--- config.mk ---
export PLATFORM = sky130hd
export DESIGN_NAME = quadrature_move_stall_controller
export DESIGN_NICKNAME = d
export VERILOG_FILES = /design/src/hdl/qmsc_pkg.sv /design/src/hdl/quadrature_move_stall_controller.sv
export SDC_FILE = /design/constraint.sdc
export NUM_CORES = 1
export LEC_CHECK = 0
export BUFFER_PORTS_ARGS = -buffer_cell sky130_fd_sc_hd__buf_2
export CAP_MARGIN = 20
export CORE_AREA = 2 2 185 187
export DETAILED_ROUTE_END_ITERATION = 16
export DIE_AREA = 0 0 187 189
export GPL_TIMING_DRIVEN = 0
export PLACE_DENSITY_LB_ADDON = 0.25
export SLEW_MARGIN = 15
export SYNTH_ARGS = -nofsm -noshare
export SYNTH_HDL_FRONTEND = slang
export SYNTH_SLANG_ARGS = --single-unit
--- constraint.sdc ---
create_clock -name clk -period 8.6 [get_ports clk]
set_clock_uncertainty 0.2 [all_clocks]
set_input_delay 1.29 -clock clk [delete_from_list [all_inputs] [get_ports clk]]
set_output_delay 1.29 -clock clk [all_outputs]
set_load 0.01 [all_outputs]
--- src/hdl/qmsc_pkg.sv ---
// shared types, codes and the encoder transition table for the move controller
package qmsc_pkg;

    typedef enum logic [1:0] {
        OP_START  = 2'd0,
        OP_SAMPLE = 2'd1,
        OP_TICK   = 2'd2,
        OP_STOP   = 2'd3
    } op_t;

    typedef enum logic [1:0] {
        DIR_STOP = 2'd0,
        DIR_CW   = 2'd1,
        DIR_CCW  = 2'd2
    } dir_t;

    typedef enum logic [1:0] {
        T_NONE = 2'd0,
        T_CW   = 2'd1,
        T_CCW  = 2'd2,
        T_BAD  = 2'd3
    } trans_t;

    typedef enum logic [1:0] {
        LIM_NONE    = 2'd0,
        LIM_CLEARED = 2'd1,
        LIM_HIT     = 2'd2
    } lim_t;

    localparam logic [1:0] PIN_LOW  = 2'd0;
    localparam logic [1:0] PIN_HIGH = 2'd1;
    localparam logic [1:0] PIN_PWM  = 2'd2;

    localparam int CFG_IDX_W = 1;
    localparam logic [CFG_IDX_W-1:0] CFG_INVERT_ENCODER = 1'b0;
    localparam logic [CFG_IDX_W-1:0] CFG_PWM_DRIVE      = 1'b1;

    // classify one encoder move from the previous phase to the current one
    function automatic trans_t trans_lookup(input logic [1:0] prev, input logic [1:0] cur);
        trans_t t;
        begin
            case ({prev, cur})
                4'b00_00: t = T_NONE;
                4'b00_01: t = T_CW;
                4'b00_10: t = T_CCW;
                4'b00_11: t = T_BAD;
                4'b01_00: t = T_CCW;
                4'b01_01: t = T_NONE;
                4'b01_10: t = T_BAD;
                4'b01_11: t = T_CW;
                4'b10_00: t = T_CW;
                4'b10_01: t = T_BAD;
                4'b10_10: t = T_NONE;
                4'b10_11: t = T_CCW;
                4'b11_00: t = T_BAD;
                4'b11_01: t = T_CCW;
                4'b11_10: t = T_CW;
                4'b11_11: t = T_NONE;
                default:  t = T_BAD;
            endcase
            return t;
        end
    endfunction

endpackage

--- src/hdl/quadrature_move_stall_controller.sv ---
// quadrature move and stall controller: input register, state update, result register
//
// Every input word (start, encoder sample, ms tick, stop) yields exactly one result word.
// One word is accepted per clock when the result side keeps up; an accepted word sits in
// the input register, then moves through the state update into the result register once
// that register is empty or being taken, and is held there until the result side takes it.
// The single state update between the two registers is what sets that rate: the
// drift-limited step command, the transition table lookup and the 16-bit step and
// watchdog compares all resolve combinationally in it. Position drift against the target is
// kept as a pair of difference registers so a start needs no subtract of position and target.
// Configuration writes are always ready and should only be issued while the block is idle.
module quadrature_move_stall_controller #(
    parameter int STEPS_PER_MOVE = 8,
    parameter int POS_BITS       = 32
) (
    input  logic                             clk,
    input  logic                             rst_n,

    input  logic                             in_valid,
    output logic                             in_stall,
    input  logic [1:0]                       opcode,
    input  logic [1:0]                       move_dir,
    input  logic [1:0]                       phase_bits,

    output logic                             out_valid,
    input  logic                             out_stall,
    output logic [1:0]                       pin1_drive,
    output logic [1:0]                       pin2_drive,
    output logic                             moving,
    output logic [1:0]                       limit_event,
    output logic signed [15:0]               step_count,
    output logic signed [31:0]               position,
    output logic [15:0]                      illegal_count,

    input  logic                             cfg_valid,
    output logic                             cfg_ready,
    input  logic [qmsc_pkg::CFG_IDX_W-1:0]   cfg_index,
    input  logic                             cfg_data
);

    localparam int PW = (POS_BITS > 32) ? POS_BITS : 32;
    localparam logic [15:0]         SPM16     = 16'(STEPS_PER_MOVE);
    localparam logic [POS_BITS-1:0] SPM_POS   = POS_BITS'(STEPS_PER_MOVE);
    localparam logic [POS_BITS-1:0] POS_ONE   = POS_BITS'(1);
    localparam logic [PW-1:0]       FLOOR_MAG = PW'(STEPS_PER_MOVE + 32768);

    // configuration
    logic invert_reg;
    logic pwm_reg;

    // input register
    logic              q_valid_reg;
    qmsc_pkg::op_t     q_op_reg;
    logic [1:0]        q_dir_reg;
    logic [1:0]        q_phase_reg;

    // block state
    logic [1:0]           last_phase_reg,  last_phase_next;
    logic [15:0]          steps_done_reg,  steps_done_next;
    logic [15:0]          steps_target_reg, steps_target_next;
    logic [POS_BITS-1:0]  actual_pos_reg,  actual_pos_next;
    logic [POS_BITS-1:0]  delta_reg,       delta_next;     // actual - target
    logic [POS_BITS-1:0]  ndelta_reg,      ndelta_next;    // target - actual
    logic [15:0]          bad_reg,         bad_next;
    logic                 armed_reg,       armed_next;
    logic [15:0]          wlc_reg,         wlc_next;
    logic                 driving_reg,     driving_next;
    qmsc_pkg::dir_t       drive_dir_reg,   drive_dir_next;

    // result register
    logic                 out_valid_reg;
    logic [1:0]           pin1_reg, pin2_reg;
    logic                 moving_reg;
    qmsc_pkg::lim_t       limit_reg, limit_next;
    logic [15:0]          step_count_reg;
    logic [31:0]          position_reg;
    logic [15:0]          illegal_reg;

    logic                 adv;
    logic                 in_accept;
    qmsc_pkg::dir_t       start_dir;
    qmsc_pkg::trans_t     trans;
    logic [POS_BITS-1:0]  drift;
    logic [POS_BITS-1:0]  drift_mag;
    logic [15:0]          command;
    logic                 step_up;
    logic [15:0]          steps_stepped;
    logic [1:0]           pin1_next, pin2_next;
    logic [PW-1:0]        pos_wide;

    assign adv       = q_valid_reg && (!out_valid_reg || !out_stall);
    assign in_stall  = q_valid_reg && !adv;
    assign in_accept = in_valid && !in_stall;
    assign cfg_ready = 1'b1;

    always_comb
    begin
        case (q_dir_reg)
            2'(qmsc_pkg::DIR_CW):  start_dir = qmsc_pkg::DIR_CW;
            2'(qmsc_pkg::DIR_CCW): start_dir = qmsc_pkg::DIR_CCW;
            default:               start_dir = qmsc_pkg::DIR_STOP;
        endcase
    end

    // step command: nominal move plus drift toward the target, drift capped, floor saturated
    always_comb
    begin
        case (start_dir)
            qmsc_pkg::DIR_CW:
            begin
                drift     = ndelta_reg;
                drift_mag = delta_reg;
            end
            qmsc_pkg::DIR_CCW:
            begin
                drift     = delta_reg;
                drift_mag = ndelta_reg;
            end
            default:
            begin
                drift     = '0;
                drift_mag = '0;
            end
        endcase
        if (drift[POS_BITS-1])
        begin
            if (PW'(drift_mag) >= FLOOR_MAG)
                command = 16'h8000;
            else
                command = SPM16 - drift_mag[15:0];
        end
        else if (drift > SPM_POS)
        begin
            command = SPM16 + SPM16;
        end
        else
        begin
            command = SPM16 + drift[15:0];
        end
    end

    assign trans         = qmsc_pkg::trans_lookup(last_phase_reg, q_phase_reg);
    assign step_up       = (2'(trans) == 2'(drive_dir_reg)) ^ invert_reg;
    assign steps_stepped = step_up ? steps_done_reg + 16'd1 : steps_done_reg - 16'd1;

    always_comb
    begin
        last_phase_next   = last_phase_reg;
        steps_done_next   = steps_done_reg;
        steps_target_next = steps_target_reg;
        actual_pos_next   = actual_pos_reg;
        delta_next        = delta_reg;
        ndelta_next       = ndelta_reg;
        bad_next          = bad_reg;
        armed_next        = armed_reg;
        wlc_next          = wlc_reg;
        driving_next      = driving_reg;
        drive_dir_next    = drive_dir_reg;
        limit_next        = qmsc_pkg::LIM_NONE;
        case (q_op_reg)
            qmsc_pkg::OP_START:
            begin
                steps_target_next = command;
                steps_done_next   = '0;
                bad_next          = '0;
                wlc_next          = '0;
                armed_next        = 1'b0;
                driving_next      = 1'b1;
                drive_dir_next    = start_dir;
                if (start_dir == qmsc_pkg::DIR_CW)
                begin
                    delta_next  = delta_reg - SPM_POS;
                    ndelta_next = ndelta_reg + SPM_POS;
                end
                else if (start_dir == qmsc_pkg::DIR_CCW)
                begin
                    delta_next  = delta_reg + SPM_POS;
                    ndelta_next = ndelta_reg - SPM_POS;
                end
            end
            qmsc_pkg::OP_SAMPLE:
            begin
                last_phase_next = q_phase_reg;
                if (trans == qmsc_pkg::T_BAD)
                begin
                    bad_next = bad_reg + 16'd1;
                end
                else if (trans != qmsc_pkg::T_NONE)
                begin
                    steps_done_next = steps_stepped;
                    if ((trans == qmsc_pkg::T_CW) != invert_reg)
                    begin
                        actual_pos_next = actual_pos_reg + POS_ONE;
                        delta_next      = delta_reg + POS_ONE;
                        ndelta_next     = ndelta_reg - POS_ONE;
                    end
                    else
                    begin
                        actual_pos_next = actual_pos_reg - POS_ONE;
                        delta_next      = delta_reg - POS_ONE;
                        ndelta_next     = ndelta_reg + POS_ONE;
                    end
                    if (($signed(steps_stepped) > 16'sd0) && !armed_reg)
                    begin
                        armed_next = 1'b1;
                        limit_next = qmsc_pkg::LIM_CLEARED;
                    end
                    // target reached: brake
                    if (driving_reg && ($signed(steps_stepped) >= $signed(steps_target_reg)))
                    begin
                        driving_next   = 1'b0;
                        drive_dir_next = qmsc_pkg::DIR_STOP;
                        armed_next     = 1'b0;
                    end
                end
            end
            qmsc_pkg::OP_TICK:
            begin
                if (driving_reg)
                begin
                    // no progress since last tick on an armed move means stall
                    if ((steps_done_reg == wlc_reg) && armed_reg)
                    begin
                        driving_next   = 1'b0;
                        drive_dir_next = qmsc_pkg::DIR_STOP;
                        armed_next     = 1'b0;
                        limit_next     = qmsc_pkg::LIM_HIT;
                    end
                    else
                    begin
                        wlc_next = steps_done_reg;
                    end
                end
            end
            qmsc_pkg::OP_STOP:
            begin
                driving_next   = 1'b0;
                drive_dir_next = qmsc_pkg::DIR_STOP;
            end
            default:
            begin
                driving_next = driving_reg;
            end
        endcase
    end

    always_comb
    begin
        if (pwm_reg)
        begin
            pin1_next = (drive_dir_next == qmsc_pkg::DIR_CCW) ? qmsc_pkg::PIN_PWM
                                                              : qmsc_pkg::PIN_HIGH;
            pin2_next = (drive_dir_next == qmsc_pkg::DIR_CW)  ? qmsc_pkg::PIN_PWM
                                                              : qmsc_pkg::PIN_HIGH;
        end
        else
        begin
            pin1_next = (drive_dir_next == qmsc_pkg::DIR_CW)  ? qmsc_pkg::PIN_HIGH
                                                              : qmsc_pkg::PIN_LOW;
            pin2_next = (drive_dir_next == qmsc_pkg::DIR_CCW) ? qmsc_pkg::PIN_HIGH
                                                              : qmsc_pkg::PIN_LOW;
        end
    end

    assign pos_wide = PW'(actual_pos_next);

    always_ff @(posedge clk or negedge rst_n)
    begin
        if (!rst_n)
        begin
            invert_reg <= 1'b0;
            pwm_reg    <= 1'b1;
        end
        else if (cfg_valid && cfg_ready)
        begin
            case (cfg_index)
                qmsc_pkg::CFG_INVERT_ENCODER: invert_reg <= cfg_data;
                qmsc_pkg::CFG_PWM_DRIVE:      pwm_reg    <= cfg_data;
                default:                      pwm_reg    <= pwm_reg;
            endcase
        end
    end

    always_ff @(posedge clk or negedge rst_n)
    begin
        if (!rst_n)
        begin
            q_valid_reg   <= 1'b0;
            out_valid_reg <= 1'b0;
        end
        else
        begin
            if (in_accept)
                q_valid_reg <= 1'b1;
            else if (adv)
                q_valid_reg <= 1'b0;
            if (adv)
                out_valid_reg <= 1'b1;
            else if (!out_stall)
                out_valid_reg <= 1'b0;
        end
    end

    always_ff @(posedge clk)
    begin
        if (in_accept)
        begin
            q_op_reg    <= qmsc_pkg::op_t'(opcode);
            q_dir_reg   <= move_dir;
            q_phase_reg <= phase_bits;
        end
    end

    always_ff @(posedge clk or negedge rst_n)
    begin
        if (!rst_n)
        begin
            last_phase_reg   <= '0;
            steps_done_reg   <= '0;
            steps_target_reg <= '0;
            actual_pos_reg   <= '0;
            delta_reg        <= '0;
            ndelta_reg       <= '0;
            bad_reg          <= '0;
            armed_reg        <= 1'b0;
            wlc_reg          <= '0;
            driving_reg      <= 1'b0;
            drive_dir_reg    <= qmsc_pkg::DIR_STOP;
        end
        else if (adv)
        begin
            last_phase_reg   <= last_phase_next;
            steps_done_reg   <= steps_done_next;
            steps_target_reg <= steps_target_next;
            actual_pos_reg   <= actual_pos_next;
            delta_reg        <= delta_next;
            ndelta_reg       <= ndelta_next;
            bad_reg          <= bad_next;
            armed_reg        <= armed_next;
            wlc_reg          <= wlc_next;
            driving_reg      <= driving_next;
            drive_dir_reg    <= drive_dir_next;
        end
    end

    always_ff @(posedge clk)
    begin
        if (adv)
        begin
            pin1_reg       <= pin1_next;
            pin2_reg       <= pin2_next;
            moving_reg     <= driving_next;
            limit_reg      <= limit_next;
            step_count_reg <= steps_done_next;
            position_reg   <= pos_wide[31:0];
            illegal_reg    <= bad_next;
        end
    end

    assign out_valid     = out_valid_reg;
    assign pin1_drive    = pin1_reg;
    assign pin2_drive    = pin2_reg;
    assign moving        = moving_reg;
    assign limit_event   = limit_reg;
    assign step_count    = $signed(step_count_reg);
    assign position      = $signed(position_reg);
    assign illegal_count = illegal_reg;

    a_stop_halts: assert property (@(posedge clk) disable iff (!rst_n)
        adv && (q_op_reg == qmsc_pkg::OP_STOP) |=> !driving_reg && !moving_reg)
        else $error("stop word left the motor driving");

    a_hit_halts: assert property (@(posedge clk) disable iff (!rst_n)
        adv && (limit_next == qmsc_pkg::LIM_HIT) |=> !driving_reg && !armed_reg)
        else $error("limit hit without halting the move");

    a_hold_on_stall: assert property (@(posedge clk) disable iff (!rst_n)
        q_valid_reg && out_valid_reg && out_stall |=> q_valid_reg && $stable(q_op_reg))
        else $error("pending word dropped while result stalled");

    a_idle_dir_stop: assert property (@(posedge clk) disable iff (!rst_n)
        !driving_reg |-> (drive_dir_reg == qmsc_pkg::DIR_STOP))
        else $error("idle with a drive direction set");

endmodule

After elaboration in Yosys (flattened, before gate mapping)
Memory sizes are Yosys's and may differ from the RTL's.
Cells that the tools add are included.
{"block": "word_totals", "ff_bits": 247, "rom_bits": 32, "wordCells": 160, "mem_count": 1}
{"memory": "(name not given)", "depth": 16, "word_bits": 2, "rd": 1, "rd_ports_with_merged_regs": 0, "wr": 0, "line": "qmsc_pkg.sv:42", "source": "case ({prev, cur})"}
{"block": "op_classes", "n_addsub": 15, "order_cmp": 4, "n_eq_ne": 22, "mux": 66, "bitwise_logic": 2, "reduce_logical": 25}
{"operator": "$mux W32", "n": 14}
{"operator": "$pmux W32 S2", "n": 4}
{"operator": "$mux W16", "n": 9}
{"operator": "$add A32 B1 Y32 const B", "n": 3}
{"operator": "$pmux W16 S2", "n": 3}
{"operator": "$sub A32 B1 Y32 const B", "n": 3}
{"operator": "$add A32 B4 Y32 const B", "n": 2}
{"operator": "$sub A32 B4 Y32 const B", "n": 2}
{"operator": "$add A16 B1 Y16 const B", "n": 2}
{"operator": "$ge A32 B16 Y1 const B", "n": 1}
{"operator": "$gt A32 B4 Y1 const B", "n": 1}
{"operator": "$mux W2", "n": 11}
{"operator": "$mux W1", "n": 20}
{"operator": "$add A4 B16 Y16 const A", "n": 1}
{"operator": "$eq A16 B16 Y1", "n": 1}
{"operator": "$ge A16 B16 Y1", "n": 1}
{"operator": "$gt A16 B1 Y1 const B", "n": 1}
{"operator": "$sub A16 B1 Y16 const B", "n": 1}
{"operator": "$sub A4 B16 Y16 const A", "n": 1}
{"operator": "$eq A2 B2 Y1 const B", "n": 6}
{"operator": "$eq A2 B1 Y1 const B", "n": 5}
{"operator": "$ne A2 B2 Y1 const B", "n": 5}
{"operator": "$pmux W2 S2", "n": 2}
{"operator": "$pmux W2 S4", "n": 1}
{"operator": "18 further kinds", "n": 34}

Logic depth before layout (Yosys ltp)
An unclocked memory read counts as a cell.
{"block": "depth", "word_depth": 13, "depth_mapped": 25, "mapped_depth_nobuf": 22}

Least setup slack after synthesis
OpenSTA, ideal clock, no wires.
{"block": "synth_timing", "kind": "register to register", "startpoint": "register q_phase_reg[1]", "endpoint": "register position_reg[31] (netlist: position[31]), data pin", "arrival_time_ps": 6487, "required_time_ps": 8139, "slack_ps": 1651, "stages_incl_launch_ff": 18, "n_path_buf": 1, "synth_period_minus_slack_ps": 6949, "cell_sequence": "edfxtp_1 -> clkbuf_1 -> xor2_1 -> nor2_1 -> xor2_1 -> inv_1 -> ha_1 -> a211oi_1 -> o211ai_1 -> a221oi_1 -> o211a_1 -> o31ai_1 -> a31o_2 -> a21oi_1 -> o21bai_1 -> xnor2_1 -> nor2_1 -> xor2_1"}
{"block": "synth_via", "elab_chain_cells": 7, "word_cells_on_any_way": 9}
{"element": "start, declared", "line": "quadrature_move_stall_controller.sv:55", "source": "logic [1:0] q_phase_reg;"}
{"element": "start signal, assigned", "line": "quadrature_move_stall_controller.sv:310", "source": "q_phase_reg <= phase_bits;"}
{"element": "$mem_v2 Z16 W2 *"}
{"element": "$eq A2 B1 Y1", "line": "quadrature_move_stall_controller.sv:191", "source": "if ((trans == qmsc_pkg::T_CW) != invert_reg)"}
{"element": "$ne A1 B1 Y1", "line": "quadrature_move_stall_controller.sv:191"}
{"element": "$mux W32", "line": "quadrature_move_stall_controller.sv:191"}
{"element": "$mux W32", "line": "quadrature_move_stall_controller.sv:188", "source": "else if (trans != qmsc_pkg::T_NONE)"}
{"element": "$mux W32 *", "line": "quadrature_move_stall_controller.sv:184", "source": "if (trans == qmsc_pkg::T_BAD)"}
{"element": "$mux W32 *", "line": "quadrature_move_stall_controller.sv:160", "source": "case (q_op_reg)"}
{"element": "named net actual_pos_next[31]", "line": "quadrature_move_stall_controller.sv:61", "source": "logic [POS_BITS-1:0] actual_pos_reg, actual_pos_next;"}
{"element": "end signal, assigned", "line": "quadrature_move_stall_controller.sv:355", "source": "position_reg <= pos_wide[31:0];"}
{"element": "end, declared", "line": "quadrature_move_stall_controller.sv:76", "source": "logic [31:0] position_reg;"}
The timed path passes the listed nets; every way through them passes the cells marked *.
A chain may end at the register's enable or synchronous reset.

Final worst setup path
{"block": "layout_timing", "startpoint": "register q_phase_reg[0]", "endpoint": "register pin2_reg[0] (netlist: pin2_drive[0]), data pin"}
{"block": "layout_via", "elab_chain_cells": 13, "word_cells_on_any_way": 17}
{"element": "$mem_v2 Z16 W2 *"}
{"element": "$eq A2 B2 Y1", "line": "quadrature_move_stall_controller.sv:143", "source": "assign step_up = (2'(trans) == 2'(drive_dir_reg)) ^ invert_reg;"}
{"element": "$xor A1 B1 Y1", "line": "quadrature_move_stall_controller.sv:143"}
{"element": "$mux W16", "line": "quadrature_move_stall_controller.sv:144", "source": "assign steps_stepped = step_up ? steps_done_reg + 16'd1 : steps_done_reg - 16'd1;"}
{"element": "$ge A16 B16 Y1", "line": "quadrature_move_stall_controller.sv:209", "source": "if (driving_reg && ($signed(steps_stepped) >= $signed(steps_target_reg)))"}
{"element": "$logic_and A1 B1 Y1", "line": "quadrature_move_stall_controller.sv:209"}
{"element": "$mux W2", "line": "quadrature_move_stall_controller.sv:209"}
{"element": "$mux W2", "line": "quadrature_move_stall_controller.sv:188"}
{"element": "$mux W2 *", "line": "quadrature_move_stall_controller.sv:184"}
{"element": "$pmux W2 S4 *", "line": "quadrature_move_stall_controller.sv:160"}
{"element": "$eq A2 B2 Y1 / $eq A2 B1 Y1 (equally long branches)", "line": "quadrature_move_stall_controller.sv:260, quadrature_move_stall_controller.sv:253"}
{"element": "$mux W1 / $mux W2 (equally long branches)", "line": "quadrature_move_stall_controller.sv:260, quadrature_move_stall_controller.sv:253"}
{"element": "$mux W2 *", "line": "quadrature_move_stall_controller.sv:249", "source": "if (pwm_reg)"}
{"element": "named net pin2_next[0]", "line": "quadrature_move_stall_controller.sv:88", "source": "logic [1:0] pin1_next, pin2_next;"}
{"element": "end signal, assigned", "line": "quadrature_move_stall_controller.sv:351", "source": "pin2_reg <= pin2_next;"}
{"element": "end, declared", "line": "quadrature_move_stall_controller.sv:72", "source": "logic [1:0] pin1_reg, pin2_reg;"}
Marks and branches as above.

==> impl_metrics.csv <==
group,metric,value,unit
floorplanning,dieHeight,189,um
critical_path,critPathMaxFanout,10,
synthesis,synth_area_per_cell,8.578,um^2
finish,layout-drive-gt1-share,0.08177,
route,ant_nets,0,
floorplanning,fp.coreArea,33280,um^2
floorplanning,initial_core_util,0.5964,
grt,grt_pass1_vias,17820,
finish,fill_cells,2721,
grt,gr-usage-met1,0.3865,
synthesis,yosysSeqAreaShare,0.3309,
grt,use_met3,0.04226,
critical_path,cp.arrival,6.78,ns
pwr,switching_share,0.4688,
sta,finalHoldWorstSlack,0.2911,ns
critical_path,cpPeakStageDelay,0.69,ns
pwr,clockPowerShare,0.151,
clock_tree,cts_tree,"done",
critical_path,cp-end-kind,"flip-flop",
clock_tree,clock_latency,0.57,ns
synthesis,yosys_warnings,0,
pwr,p_sw,4.390,mW
synthesis,synth_fp_nets,2532,
grt,gr-usage-met2,0.5512,
finish,areaGrowthSynthToFinish,11.33,%
synthesis,syn-instance-count,2314,
route,first_pass_iters,6,
clock_tree,clockBufferDepth,3,
clock_tree,cts_setup_buffers,0,
run_status,status,"finished, final reports clean",
sta,hold_viol,0,
route,vias_per_cell,6.313,
clock_tree,cts_resized,0,
floorplanning,fp-row-count,67,
synthesis,synthTopCellsByCount,"343 x nand2_1, 200 x ha_1, 179 x a21oi_1, 176 x o21ai_0, 169 x dfrtp_1",
grt,grt_usage,0.3175,
grt,grt_max_degree,89,
sta,worstMarginPinSlew,1.032,ns
sta,fmax,0.1504,GHz
route,drc,0,
sta,slew_headroom,0.3120,
placed_design,gp_congestion,0.9474,
synthesis,synth_area,19850,um^2
critical_path,cp_top_family,"simple AND/OR/NAND/NOR gates",
synthesis,synth-edff-count,77,
synthesis,yosys_register_bits,247,
grt,grt_overflow,0,
pwr,pwr-share-seq,0.214,
critical_path,crit_buf_inv,3,
clock_tree,cts_hold_buf,0,
sta,rsz0062_at_grt,"no",
synthesis,synth_largest_area_cell,"dfrtp_1",
synthesis,synthTopCellsByArea,"dfrtp_1 21%, ha_1 13%, edfxtp_1 12%, nand2_1 6.5%, xnor2_1 5.4%",
placed_design,portBuffers,85,
pwr,peakVddDrop,0.0002524,V
sta,fin_ws,1.951,ns
critical_path,critPathRequiredTime,8.73,ns
clock_tree,cts.htree.levels,1,
synthesis,async_reset_ff_frac,0.6883,
finish,fin_nets,2654,
sta,slew_violations,0,
clock_tree,cts.sinks,247,
placed_design,place_ws,2.094,ns
floorplanning,fp.dieArea,35340,um^2
clock_tree,cts.clk_slew.worst_paths,0.07,ns
sta,finalCritPeriodShare,0.7732,
run,maxCapViolCount,0,
placed_design,hpwl,41440,um
finish,utilization,0.6640,
synthesis,synth_top_area_frac,0.2131,
sta,period_minus_slack,6.649,ns
pwr,intPower,4.975,mW
grt,top_usage_layer,"met2",
grt,antenna_found_initial,0,
min_path,hp-class,"flip-flop to flip-flop",
synthesis,yosysMostFrequentCell,"nand2_1",
synthesis,synth.distinct_cells,80,
pwr,power.total,9.364,mW
critical_path,crit_path_top_delay_cell,"or4b_2",
floorplanning,ios,87,
clock_tree,cts_made_buffers,29,
critical_path,worstPathCellList,"clkbuf_1 -> xnor2_1 -> nor2_1 -> a2111o_1 -> and3b_1 -> nor2_4 -> buf_6 -> buf_4 -> xnor2_1 -> ha_1 -> or3_1 -> or3_1 -> mux2i_1 -> xor2_1 -> ha_1 -> a21o_1 -> a21oi_1 -> nor2b_1 -> o21ai_0 -> nand2_1 -> o211ai_1 -> a221oi_1 -> or4b_2 -> a31o_2",
pwr,cellPowerDensity,423.8,nW/um^2
sta,setup_violations,0,
clock_tree,cts_root_buf,"clkbuf_16",
critical_path,worstSetupPathType,"flip-flop to flip-flop",
critical_path,cp-start-kind,"flip-flop",
floorplanning,die_w,187,um
grt,grt_pass1_wl,91250,um
route,detail_route.wirelength,57200,um
synthesis,synth_ff_type,"dfrtp_1",
sta,setup-tns-final,0,ns
pwr,combPwrFrac,0.635,
route,drt_iter0_drc,1580,
route,vias,18350,
route,avgRoutedWirePerCell,19.68,um
pwr,leakagePower,10.03,nW
[layout make-up]
type | instances | area [um^2] | share of cell area
Antenna cell | 1 | 2.502 | 0.0001132
Inverter | 67 | 254.0 | 0.01149
Tap cell | 448 | 560.5 | 0.02537
Timing Repair Buffer | 91 | 578.1 | 0.02616
Sequential cell | 247 | 6568 | 0.2972
Buffer | 94 | 379.1 | 0.01716
Clock inverter | 21 | 336.6 | 0.01523
Multi-Input combinational cell | 1906 | 12670 | 0.5735
Clock buffer | 32 | 747.0 | 0.03380
[worst paths after layout]
path	from	to	slack, ns	cells after the start
worst max register to register	q_phase_reg[0]	pin2_drive[0]	1.95	24
worst min register to register	steps_target_reg[6]	steps_target_reg[6]	0.29	2
max in group asynchronous	rst_n	delta_reg[27]	6.74	2
worst max-delay path	q_phase_reg[0]	pin2_drive[0]	1.95	24
worst min-delay path	steps_target_reg[6]	steps_target_reg[6]	0.29	2
min in group asynchronous	rst_n	bad_reg[10]	0.51	1
[worst min-delay path: stages, from the launching register on]
cell,delay (ns)
dfrtp_1,0.35
nand2_1,0.05
o31ai_1,0.05
[cells in the final DEF, fill, tap and decap left out, drive strengths merged, types with 34 or more instances in the layout]
| cell type | count |
|---|---|
| xor2 | 48 |
| a21o | 85 |
| a21oi | 179 |
| ha | 200 |
| nor2 | 164 |
| inv | 71 |
| nor4 | 34 |
| xnor2 | 124 |
| nand2 | 343 |
| buf | 115 |
| clkbuf | 102 |
| dfrtp | 169 |
| nand3 | 52 |
| edfxtp | 77 |
| o21ai | 177 |
[layer usage]
layer / vias to the layer above / part of all wire
met5: - / 0
met3: 210 / 0.063
met4: 0 / 0.056
met1: 8752 / 0.40
li1: 8680 / -
met2: 711 / 0.48
[power groups by stage]
stage,Combinational [mW],Sequential (mW),Clock [mW]
after floorplan,4.52,1.91,0
after CTS,5.86,1.99,1.42
after global routing,6.59,2.04,1.46
final,5.94,2.01,1.41
after detailed placement,5.79,2.01,0
after global placement,5.59,2.00,0
[through the flow]
| step | area (um^2) | std cells |
|---|---|---|
| final | 22100 | 2907 |
| after global routing | 22100 | 2906 |
| after CTS | 22100 | 2906 |
| after detailed placement | 21010 | 2853 |
| after global placement | 20840 | 2847 |
| after floorplan | 19850 | 2314 |
[logic make-up (layout without fill, tap and decap cells)]
logic type | count (synthesis) | in the layout | synth area share
xor+xnor | 172 | 172 | 0.07627
compound gates | 694 | 694 | 0.2236
buf+inv | 161 | 305 | 0.03171
flops | 247 | 247 | 0.3309
other cells | 1 | 2 | 0.0001889
simple gates | 798 | 798 | 0.1861
fa+ha+maj | 205 | 205 | 0.1311
mux | 36 | 36 | 0.02017
No activity file was read; power rests on OpenSTA's default activity.
